**src/sv/npl_cell.sv**
```systemverilog
// One storage cell of the rotating entry ring.
module npl_cell #(
    parameter int W = 65
) (
    input  logic         i_clk,
    input  logic         i_rst_n,
    input  logic         i_shift,
    input  logic         i_load,
    input  logic [W-1:0] i_prev,
    input  logic [W-1:0] i_load_data,
    output logic [W-1:0] o_data
);
    logic         r_valid;
    logic [W-2:0] r_body;

    // The top bit is the valid mark; only it is cleared at reset.
    always_ff @(posedge i_clk) begin
        if (!i_rst_n) begin
            r_valid <= 1'b0;
        end else if (i_load) begin
            r_valid <= i_load_data[W-1];
        end else if (i_shift) begin
            r_valid <= i_prev[W-1];
        end
    end

    always_ff @(posedge i_clk) begin
        if (i_load) begin
            r_body <= i_load_data[W-2:0];
        end else if (i_shift) begin
            r_body <= i_prev[W-2:0];
        end
    end

    assign o_data = {r_valid, r_body};

endmodule

```
**config.mk**
```make
export PLATFORM = sky130hd
export DESIGN_NAME = npl_cell
export DESIGN_NICKNAME = d
export VERILOG_FILES = /design/src/sv/npl_cell.sv
export SDC_FILE = /design/constraint.sdc
export NUM_CORES = 1
export LEC_CHECK = 0
export BUFFER_PORTS_ARGS = -buffer_cell sky130_fd_sc_hd__buf_2
export CAP_MARGIN = 20
export CORE_MARGIN = 2
export CORE_UTILIZATION = 44
export DETAILED_ROUTE_END_ITERATION = 12
export PLACE_DENSITY_LB_ADDON = 0.25
export RECOVER_POWER = 25
export SYNTH_ARGS = -nofsm -noshare
export SYNTH_HDL_FRONTEND = slang
export SYNTH_SLANG_ARGS = --single-unit
```
**constraint.sdc**
```tcl
create_clock -name i_clk -period 4.1 [get_ports i_clk]
set_input_delay 0.41 -clock i_clk [delete_from_list [all_inputs] [get_ports i_clk]]
set_output_delay 0.41 -clock i_clk [all_outputs]
set_load 0.03 [all_outputs]
```
==> impl_results.html <==
<table>
<tr><th>Metric</th><th>Value</th></tr>
<tr><th colspan="2">Clocking</th></tr>
<tr><td>Clock latency reported for the late side of the worst-skew pair</td><td>330 ps</td></tr>
<tr><td>Buffers from clock root to sink, at most</td><td>2</td></tr>
<tr><td>Post-cts hold buffer count</td><td>0</td></tr>
<tr><td>TritonCTS Buffers</td><td>9</td></tr>
<tr><td>Post-CTS Setup Bufs</td><td>0</td></tr>
<tr><td>CTS Sinks</td><td>65</td></tr>
<tr><td>CTS tree</td><td>built</td></tr>
<tr><td>Count of cells resized by post-cts repair</td><td>0</td></tr>
<tr><td>CTS HTree Levels</td><td>3</td></tr>
<tr><td>Clock transition at the registers of the reported paths</td><td>70 ps</td></tr>
<tr><td>Clock root buffer</td><td>sky130_fd_sc_hd__clkbuf_8</td></tr>
<tr><th colspan="2">Worst setup path</th></tr>
<tr><td>Category of the worst setup path launch point</td><td>input port</td></tr>
<tr><td>Category of the most critical setup path</td><td>input port to register</td></tr>
<tr><td>Endpoint arrival time on the critical path</td><td>1770 ps</td></tr>
<tr><td>Peak fanout along the critical path</td><td>36</td></tr>
<tr><td>CP Data Required Time</td><td>4090 ps</td></tr>
<tr><td>Critical Path End Type</td><td>register</td></tr>
<tr><td>Depth of the most critical reg-to-reg path</td><td>2</td></tr>
<tr><th colspan="2">Drt</th></tr>
<tr><td>Routed met2 length</td><td>3.11 mm</td></tr>
<tr><td>Antenna viol nets, final</td><td>0</td></tr>
<tr><td>Routed len/inst</td><td>14.7 µm</td></tr>
<tr><td>Average via count per standard cell</td><td>4.65</td></tr>
<tr><td>Top routing layer in use</td><td>met4</td></tr>
<tr><td>Detailed Route WL</td><td>6.26 mm</td></tr>
<tr><td>Post-route met1 wirelength</td><td>2.29 mm</td></tr>
<tr><td>TritonRoute pass-1 iters</td><td>4</td></tr>
<tr><td>Number of remaining DRC errors</td><td>0</td></tr>
<tr><td>Vias after detailed routing</td><td>1983</td></tr>
<tr><td>Detail Route met3 WL</td><td>736 µm</td></tr>
<tr><td>Detailed Route Iter0 Violations</td><td>52</td></tr>
<tr><th colspan="2">Synthesis</th></tr>
<tr><td>Area share of and/or/nand/nor cells after synthesis</td><td>0.437%</td></tr>
<tr><td>Mux share of post-synthesis cell area</td><td>29.2%</td></tr>
<tr><td>Area share of xor/xnor cells in the synthesized design</td><td>0%</td></tr>
<tr><td>Total standard cell area after synthesis</td><td>2870 µm²</td></tr>
<tr><td>Post-synthesis cell count</td><td>141</td></tr>
<tr><td>Number of library cell types mapped by synthesis</td><td>10</td></tr>
<tr><td>Combinational family with the most area after synthesis</td><td>multiplexers</td></tr>
<tr><td>Number of warning messages in the yosys log</td><td>0</td></tr>
<tr><td>Area fraction in compound gates after synthesis</td><td>0.349%</td></tr>
<tr><td>Post-Synth Adder-Cell Area</td><td>0%</td></tr>
<tr><td>Syn_nets</td><td>275</td></tr>
<tr><td>#FFs+latches synth</td><td>65</td></tr>
<tr><td>Portion of the post-synthesis area used by sequential elements</td><td>67.8%</td></tr>
<tr><td>Average size of a mapped cell</td><td>20.3 µm²</td></tr>
<tr><th colspan="2">Die</th></tr>
<tr><td>I/O pins</td><td>199</td></tr>
<tr><td>Vert. Die Dim</td><td>84.7 µm</td></tr>
<tr><td>Floorplan die area</td><td>7170 µm²</td></tr>
<tr><td>Die width</td><td>84.7 µm</td></tr>
<tr><td>Placement row count</td><td>29</td></tr>
<tr><td>Starting Density</td><td>45.4%</td></tr>
<tr><td>Std-Cell Core Area</td><td>6310 µm²</td></tr>
<tr><th colspan="2">STA</th></tr>
<tr><td>Relative slew margins</td><td>36.7%</td></tr>
<tr><td># setup viols final</td><td>0</td></tr>
<tr><td>Post-route clock skew</td><td>0 ps</td></tr>
<tr><td>Achievable Freq</td><td>563 MHz</td></tr>
<tr><td>Final cycle utilization of the critical path</td><td>43.3%</td></tr>
<tr><td>Hold violation count in the final report</td><td>0</td></tr>
<tr><td>Worst setup slack after layout</td><td>2320 ps</td></tr>
<tr><td>Post-route minimum period</td><td>1780 ps</td></tr>
<tr><td>Number of slew-limit violations in the final report</td><td>0</td></tr>
<tr><td>Setup TNS</td><td>0 ps</td></tr>
<tr><td>RSZ-0062 raised after global routing</td><td>false</td></tr>
<tr><td>Worst Max-Slew Pin Slew</td><td>950 ps</td></tr>
<tr><th colspan="2">Final layout</th></tr>
<tr><td>Fraction of layout cells with a size suffix above 1</td><td>75.6%</td></tr>
<tr><td>Area growth from synthesis to layout</td><td>41.9%</td></tr>
<tr><td>Most frequent standard cell in the layout excluding fill and tap cells</td><td>sky130_fd_sc_hd__buf_2</td></tr>
<tr><td>Net total in the final layout</td><td>478</td></tr>
<tr><td>Non-Filler Cell Area, Final</td><td>4070 µm²</td></tr>
<tr><td>Ant. Diodes</td><td>0</td></tr>
<tr><td>Most frequent cells in the layout</td><td>sky130_fd_sc_hd__buf_2 (184), sky130_fd_sc_hd__edfxtp_1 (64), sky130_fd_sc_hd__mux2_2 (37)</td></tr>
<tr><td>Fraction of the core area covered by cells at the end of the flow</td><td>64.4%</td></tr>
<tr><th colspan="2">Min path</th></tr>
<tr><td>Hold depth</td><td>2</td></tr>
<tr><td>Min-delay worst type</td><td>input port to register</td></tr>
<tr><th colspan="2">Place</th></tr>
<tr><td>Weighted congestion at the end of routability-driven global placement</td><td>0.716</td></tr>
<tr><td>Minimum setup slack after placement</td><td>2030 ps</td></tr>
<tr><td>Placement-stage cell area</td><td>3910 µm²</td></tr>
<tr><td>HPWL reported at the end of detailed placement</td><td>4.71 mm</td></tr>
<tr><td>Number of buffers inserted by port buffering</td><td>198</td></tr>
<tr><th colspan="2">Power and ir drop</th></tr>
<tr><td>Total leakage power</td><td>1.89 nW</td></tr>
<tr><td>Power Dens Cells</td><td>421 nW/µm²</td></tr>
<tr><td>Worst vdd rail ir drop</td><td>0.000242 V</td></tr>
<tr><th colspan="2">Global routing</th></tr>
<tr><td>Global-route wire length before repair</td><td>9.63 mm</td></tr>
<tr><td>Pin count of the biggest net entering global routing</td><td>67</td></tr>
<tr><td>Gr ovfl total</td><td>0</td></tr>
<tr><td>All-layer global routing usage</td><td>17.8%</td></tr>
<tr><td>Vias in the first global route</td><td>2028</td></tr>
<tr><td>Initial antenna violation count</td><td>0</td></tr>
<tr><th colspan="2">Job</th></tr>
<tr><td>Max-cap violation count</td><td>0</td></tr>
<tr><th colspan="2">Run status</th></tr>
<tr><td>Status</td><td>finished clean</td></tr>
</table>
logic make-up (layout without fill, tap and decap cells):
family / after synthesis / in the layout
DFF: 65 / 65
buffers and inverters: 8 / 216
AOI/OAI and AO/OA: 1 / 1
and+or+nand+nor: 2 / 2
muxes: 65 / 65
routing by layer:
| layer | vias to the layer above | track usage, % |
|---|---|---|
| li1 | 959 | - |
| met1 | 883 | 19.7 |
| met2 | 130 | 30.0 |
| met3 | 11 | 7.57 |
| met4 | 0 | 7.79 |
| met5 | - | 0 |
final timing paths:
path / end / slack, ps / startpoint
max: r_body[27]$_DFFE_PP_ / 2320 / i_load
min: r_valid$_SDFFE_PN0P_ / 310 / i_rst_n
max reg2reg: r_valid$_SDFFE_PN0P_ / 3230 / r_valid$_SDFFE_PN0P_
min reg2reg: r_valid$_SDFFE_PN0P_ / 630 / r_valid$_SDFFE_PN0P_
critical path, stage by stage:
cell,delay [ps]
sky130_fd_sc_hd__clkbuf_1,160
sky130_fd_sc_hd__or2_2,710
sky130_fd_sc_hd__buf_4,470
through the flow:
| stage | cells | total power (W) | hold WS [ps] |
|---|---|---|---|
| 6_report | 426 | 0.00171 | 305 |
| 5_1_grt | 426 | 0.00178 | 304 |
| 4_1_cts | 426 | 0.00173 | 296 |
| 3_5_place_dp | 410 | 0.00123 | 609 |
| 3_3_place_gp | 410 | 0.00122 | 605 |
| 2_1_floorplan | 141 | 0.00109 | 543 |
synth_stat cells:
cell                        n  area share [%]
sky130_fd_sc_hd__nand2b_1   1            0.22
sky130_fd_sc_hd__edfxtp_1  64              67
sky130_fd_sc_hd__dfxtp_1    1            0.70
sky130_fd_sc_hd__o211a_1    1            0.35
sky130_fd_sc_hd__or2_2      1            0.22
sky130_fd_sc_hd__buf_4      2            0.52
sky130_fd_sc_hd__mux2_4    28              15
sky130_fd_sc_hd__mux2_2    37              15
sky130_fd_sc_hd__buf_6      3             1.2
sky130_fd_sc_hd__buf_2      3            0.52
state kept, by name, indices dropped and copies added, names as in the netlist:
name and flops:
r_body 64, r_valid 1
report_power, final:
part           switching [W]  internal [W]  total [W]
Sequential         0.0000159      0.000814   0.000830
Combinational       0.000230      0.000147   0.000378
Clock               0.000226      0.000277   0.000503
Total               0.000472       0.00124    0.00171
final cells by class:
cell class / instances / area (µm²)
timing repair buffer: 200 / 988
clock buffer: 12 / 135
sequential: 65 / 1940
multi-input combinational: 68 / 860
tap: 77 / 96.3
clock inverter: 4 / 43.8
fill: 525 / 2250
(Power assumes the default switching activity.)
