$ cat src/sv/npl_pkg.sv
// Shared types and constants for the nearest point lookup table.
package npl_pkg;

    localparam int HANDLE_W     = 16;
    localparam int STATUS_W     = 3;
    localparam int DIST_W       = 34;
    localparam int DRAIN_CYCLES = 4;

    typedef logic [STATUS_W-1:0] t_status;

    localparam t_status ST_INSERTED = 3'd0;
    localparam t_status ST_REPLACED = 3'd1;
    localparam t_status ST_FULL     = 3'd2;
    localparam t_status ST_HIT      = 3'd3;
    localparam t_status ST_EMPTY    = 3'd4;

    localparam logic CMD_INSERT = 1'b0;
    localparam logic CMD_QUERY  = 1'b1;

    typedef struct packed {
        logic clear;
        logic feed;
    } t_dist_ctl;

endpackage

$ cat src/sv/npl_dist.sv
// Pipelined squared distance unit with running nearest entry selection.
module npl_dist #(
    parameter int CW = 16
) (
    input  logic                      i_clk,
    input  logic                      i_rst_n,
    input  npl_pkg::t_dist_ctl        i_ctl,
    input  logic signed [CW-1:0]      i_qx,
    input  logic signed [CW-1:0]      i_qy,
    input  logic signed [CW-1:0]      i_qz,
    input  logic signed [CW-1:0]      i_ex,
    input  logic signed [CW-1:0]      i_ey,
    input  logic signed [CW-1:0]      i_ez,
    input  logic [npl_pkg::HANDLE_W-1:0] i_eh,
    output logic                      o_have,
    output logic [npl_pkg::DIST_W-1:0]   o_best_dist,
    output logic [npl_pkg::HANDLE_W-1:0] o_best_handle
);
    import npl_pkg::*;

    localparam int DW    = CW + 1;
    localparam int SQW   = 2 * CW + 1;
    localparam int SUM_W = SQW + 2;

    // Stage 1: differences.
    logic                   r_s1_v;
    logic signed [DW-1:0]   r_dx, r_dy, r_dz;
    logic signed [CW-1:0]   r_s1_x, r_s1_y, r_s1_z;
    logic [HANDLE_W-1:0]    r_s1_h;
    // Stage 2: squares.
    logic                   r_s2_v;
    logic [SQW-1:0]         r_sqx, r_sqy, r_sqz;
    logic signed [CW-1:0]   r_s2_x, r_s2_y, r_s2_z;
    logic [HANDLE_W-1:0]    r_s2_h;
    // Stage 3: sum.
    logic                   r_s3_v;
    logic [DIST_W-1:0]      r_sum;
    logic signed [CW-1:0]   r_s3_x, r_s3_y, r_s3_z;
    logic [HANDLE_W-1:0]    r_s3_h;
    // Best so far.
    logic                   r_have;
    logic [DIST_W-1:0]      r_best;
    logic signed [CW-1:0]   r_bx, r_by, r_bz;
    logic [HANDLE_W-1:0]    r_bh;

    logic signed [2*DW-1:0] w_px, w_py, w_pz;
    logic [SUM_W-1:0]       w_sum;
    logic                   w_lex_less;
    logic                   w_take;

    assign w_px  = r_dx * r_dx;
    assign w_py  = r_dy * r_dy;
    assign w_pz  = r_dz * r_dz;
    // The true sum is below three times 2^(2*CW), so it always fits the field.
    assign w_sum = SUM_W'(r_sqx) + SUM_W'(r_sqy) + SUM_W'(r_sqz);

    assign w_lex_less = (r_s3_x != r_bx) ? (r_s3_x < r_bx) :
                        (r_s3_y != r_by) ? (r_s3_y < r_by) :
                                           (r_s3_z < r_bz);
    assign w_take = r_s3_v && (!r_have || (r_sum < r_best) ||
                    ((r_sum == r_best) && w_lex_less));

    always_ff @(posedge i_clk) begin
        if (!i_rst_n) begin
            r_s1_v <= 1'b0;
            r_s2_v <= 1'b0;
            r_s3_v <= 1'b0;
            r_have <= 1'b0;
        end else begin
            r_s1_v <= i_ctl.feed;
            r_s2_v <= r_s1_v;
            r_s3_v <= r_s2_v;
            if (i_ctl.clear) begin
                r_have <= 1'b0;
            end else if (w_take) begin
                r_have <= 1'b1;
            end
        end
    end

    always_ff @(posedge i_clk) begin
        r_dx   <= DW'(i_qx) - DW'(i_ex);
        r_dy   <= DW'(i_qy) - DW'(i_ey);
        r_dz   <= DW'(i_qz) - DW'(i_ez);
        r_s1_x <= i_ex;
        r_s1_y <= i_ey;
        r_s1_z <= i_ez;
        r_s1_h <= i_eh;

        r_sqx  <= w_px[SQW-1:0];
        r_sqy  <= w_py[SQW-1:0];
        r_sqz  <= w_pz[SQW-1:0];
        r_s2_x <= r_s1_x;
        r_s2_y <= r_s1_y;
        r_s2_z <= r_s1_z;
        r_s2_h <= r_s1_h;

        r_sum  <= DIST_W'(w_sum);
        r_s3_x <= r_s2_x;
        r_s3_y <= r_s2_y;
        r_s3_z <= r_s2_z;
        r_s3_h <= r_s2_h;

        if (w_take) begin
            r_best <= r_sum;
            r_bx   <= r_s3_x;
            r_by   <= r_s3_y;
            r_bz   <= r_s3_z;
            r_bh   <= r_s3_h;
        end
    end

    assign o_have        = r_have;
    assign o_best_dist   = r_best;
    assign o_best_handle = r_bh;

endmodule

$ cat config.mk
export PLATFORM = sky130hd
export DESIGN_NAME = npl_dist
export DESIGN_NICKNAME = d
export VERILOG_FILES = /design/src/sv/npl_pkg.sv /design/src/sv/npl_dist.sv
export SDC_FILE = /design/constraint.sdc
export NUM_CORES = 2
export LEC_CHECK = 0
export BUFFER_PORTS_ARGS = -buffer_cell sky130_fd_sc_hd__buf_4
export CAP_MARGIN = 40
export CORE_ASPECT_RATIO = 1.4
export CORE_UTILIZATION = 60
export CTS_CLUSTER_SIZE = 30
export DETAILED_ROUTE_END_ITERATION = 10
export PLACE_DENSITY = 0.78
export SLEW_MARGIN = 15
export SYNTH_ARGS = -nofsm -noshare
export SYNTH_HDL_FRONTEND = slang
export SYNTH_SLANG_ARGS = --single-unit
$ cat constraint.sdc
create_clock -name i_clk -period 8.2 [get_ports i_clk]
set_input_delay 0.41 -clock i_clk [delete_from_list [all_inputs] [get_ports i_clk]]
set_output_delay 0.41 -clock i_clk [all_outputs]
set_load 0.01 [all_outputs]
==> run summary <==
Status - completed
Initial antenna violation count - 1
Vias in the first global route - 33,900
Sink Count - 475
Final Critical Period - 6.90 ns
CTS resizes - 0
Syn Area/Cell - 10.2 um2
Crit end category - flip-flop
Global-route wire length before repair - 165 mm
Vias - 30,600
Number of detailed-route iterations in the first pass - 5
Total wire length - 98.5 mm
Initial drt markers - 1,284
Vias per cell - 5.32
Slew @ Worst Pin - 0.910 ns
Root Buffer - clkbuf_16
Filler Cells Inserted - 5,795
Final cycle utilization of the critical path - 84.2%
Post-synth ARST share - 0%
Req. time, crit path - 8.75 ns
CTS max path bufs - 3
Port Buf Inserts - 166
Die Wd - 236 um
Die Ht - 330 um
Commonest non-fill, non-tap cell in the layout - inv_1
Area share of the largest cell type after synthesis - 35.6%
Delay of the slowest critical-path stage - 0.76 ns
Total GRT Usage - 26.8%
Largest area contributor in the netlist - fa_1
Critical Path, Cell by Cell - inv_1, nor2_1, fa_1, inv_1, fa_1, fa_1, inv_1, fa_1, fa_1, inv_1, fa_1, inv_1, ha_1, a211oi_2, a22oi_1, and3_1, o21ai_0, a31o_2, a211oi_1, o41ai_2, or4b_1, o211ai_1
Seq cells post-synth - 475
Worst path slowest cell - dfxtp_1
DRC viols - 0
Row count - 119
Critical path arrival - 7.45 ns
Routed Antenna Nets - 0
Post-DR wirelength/cell - 17.1 um
TNS Setup - 0 ns
Max cap viols - 0
Max-slew violations - 0
Sequential share of the synthesized area - 22.8%
Die Area - 77,800 um2
Most frequent cells in the layout - inv_1, fa_1, ha_1
Routability cong. - 0.896
Fmax - 145 MHz
Fin. Hold Viols - 0
Largest net degree at the start of global routing - 58
CTS clk-pin slew, worst paths - 0.08 ns
Distinct cells, synth - 66
Share of layout cells above drive strength 1 - 6.23%
EDFF count, synth - 98
Fin nets - 6,103
Top post-synthesis cells by area - fa_1, dfxtp_1, ha_1, inv_1, edfxtp_1
CTS tree - done
Main synth FF type - dfxtp_1
CP Launch Type - flip-flop
Final setup fails - 0
CP most frequent cell - fa_1
Area growth syn-to-layout - 10.1%
Worst slew margin - 39.2%
Post-Synthesis Cells - 4,519
Hold Path Class - input port to flip-flop
Core Area - 75,500 um2
Max FO, Critical Path - 14
Worst skew pair latency - 0.65 ns
Grt ovf - 0
Post-detail-place hpwl - 80.2 mm
# IOs - 167
Worst setup path class - flip-flop to flip-flop
TritonCTS Buffers - 47
H-tree depth - 2
Skew final - 0.0465 ns
Yosys Warn Count - 0
Initial Util - 61.0%
Synth Cell Area - 46,000 um2
RSZ-0062 raised after global routing - false
## timing repair
action                    in CTS  in global routing
setup buffers                  0                  0
hold buffers                  68                  0
hold endpoints to repair      68                  0
## area by class of cell
type / count / area [um2] / share of cell area [%]
repair buffers: 249 / 2040 / 4.02
well taps: 968 / 1210 / 2.39
inverters: 1181 / 4430 / 8.75
diodes: 1 / 2.50 / 0.00494
flip-flops and latches: 475 / 10500 / 20.7
clock buffers: 61 / 1370 / 2.71
multi-input cells: 2791 / 30800 / 60.8
clock inverters: 27 / 312 / 0.615
## state kept, by name, summed over array words and instances (netlist names), 17 cells and up
register / flops
o_best_dist: 34
r_dx: 17
r_dy: 17
r_dz: 17
r_sqx: 32
r_sqy: 32
r_sqz: 32
r_sum: 34
## metal layers
| metal | wire, um | global-route usage (%) | vias to the layer above |
|---|---|---|---|
| met4 | 5120 | 13.3 | 0 |
| met5 | 0 | 0 | - |
| met2 | 53400 | 50.5 | 763 |
| met1 | 36100 | 30.1 | 15300 |
| li1 | - | - | 14200 |
| met3 | 3840 | 2.83 | 295 |
## cell usage after synthesis (69+ instances only)
cell / count
a21o_1: 76
a21oi_1: 110
and2_1: 175
clkbuf_1: 72
dfxtp_1: 377
edfxtp_1: 98
fa_1: 819
ha_1: 423
inv_1: 1181
nand2_1: 304
nor2_1: 145
nor2b_1: 69
o21ai_0: 85
xnor2_1: 150
## worst max-delay path, delay by kind of cell (launching register included)
kind | cells | cell delay, ns
fa+ha+maj | 7 | 3.14
compound gates | 7 | 1.43
simple gates | 3 | 0.97
flops | 1 | 0.76
buf+inv | 5 | 0.53
## cells by family (layout without fill, tap and decap cells)
family | after synthesis | in the layout | share of synthesized area (%)
mux | 5 | 5 | 0.120
xor+xnor | 190 | 190 | 3.62
simple gates | 901 | 901 | 9.59
other cells | 1 | 4 | 0.00815
buf+inv | 1255 | 1518 | 10.2
fa+ha+maj | 1242 | 1242 | 47.1
compound gates | 450 | 450 | 6.49
flops | 475 | 475 | 22.8
## final timing paths
| kind | start | slack [ns] | to | cells past startpoint |
|---|---|---|---|---|
| setup / recovery | r_dz[11]$_DFF_P_ | 1.30 | r_sqz[31]$_DFF_P_ | 22 |
| hold / removal | i_qx[0] | 0.15 | r_dx[0]$_DFF_P_ | 4 |
| setup reg to reg | r_dz[11]$_DFF_P_ | 1.30 | r_sqz[31]$_DFF_P_ | 22 |
| hold reg to reg | r_s1_z[12]$_DFF_P_ | 0.32 | r_s2_z[12]$_DFF_P_ | 0 |
## per-stage QoR
stage	setup WS, ns	hold slack, ns	std cells	instance area [um2]	utilization [%]
floorplan	0.890	0.310	4521	46000	-
CTS	1.39	0.126	5752	50700	67.1
global route	0.889	0.160	5753	50700	67.1
global placement	1.52	0.310	5592	48300	64.0
finish	1.30	0.153	5753	50700	67.1
detailed placement	1.40	0.312	5596	48300	64.0
Power is not shown: default switching activity piles up to over one toggle a cycle in this logic, so the estimate is an artifact.
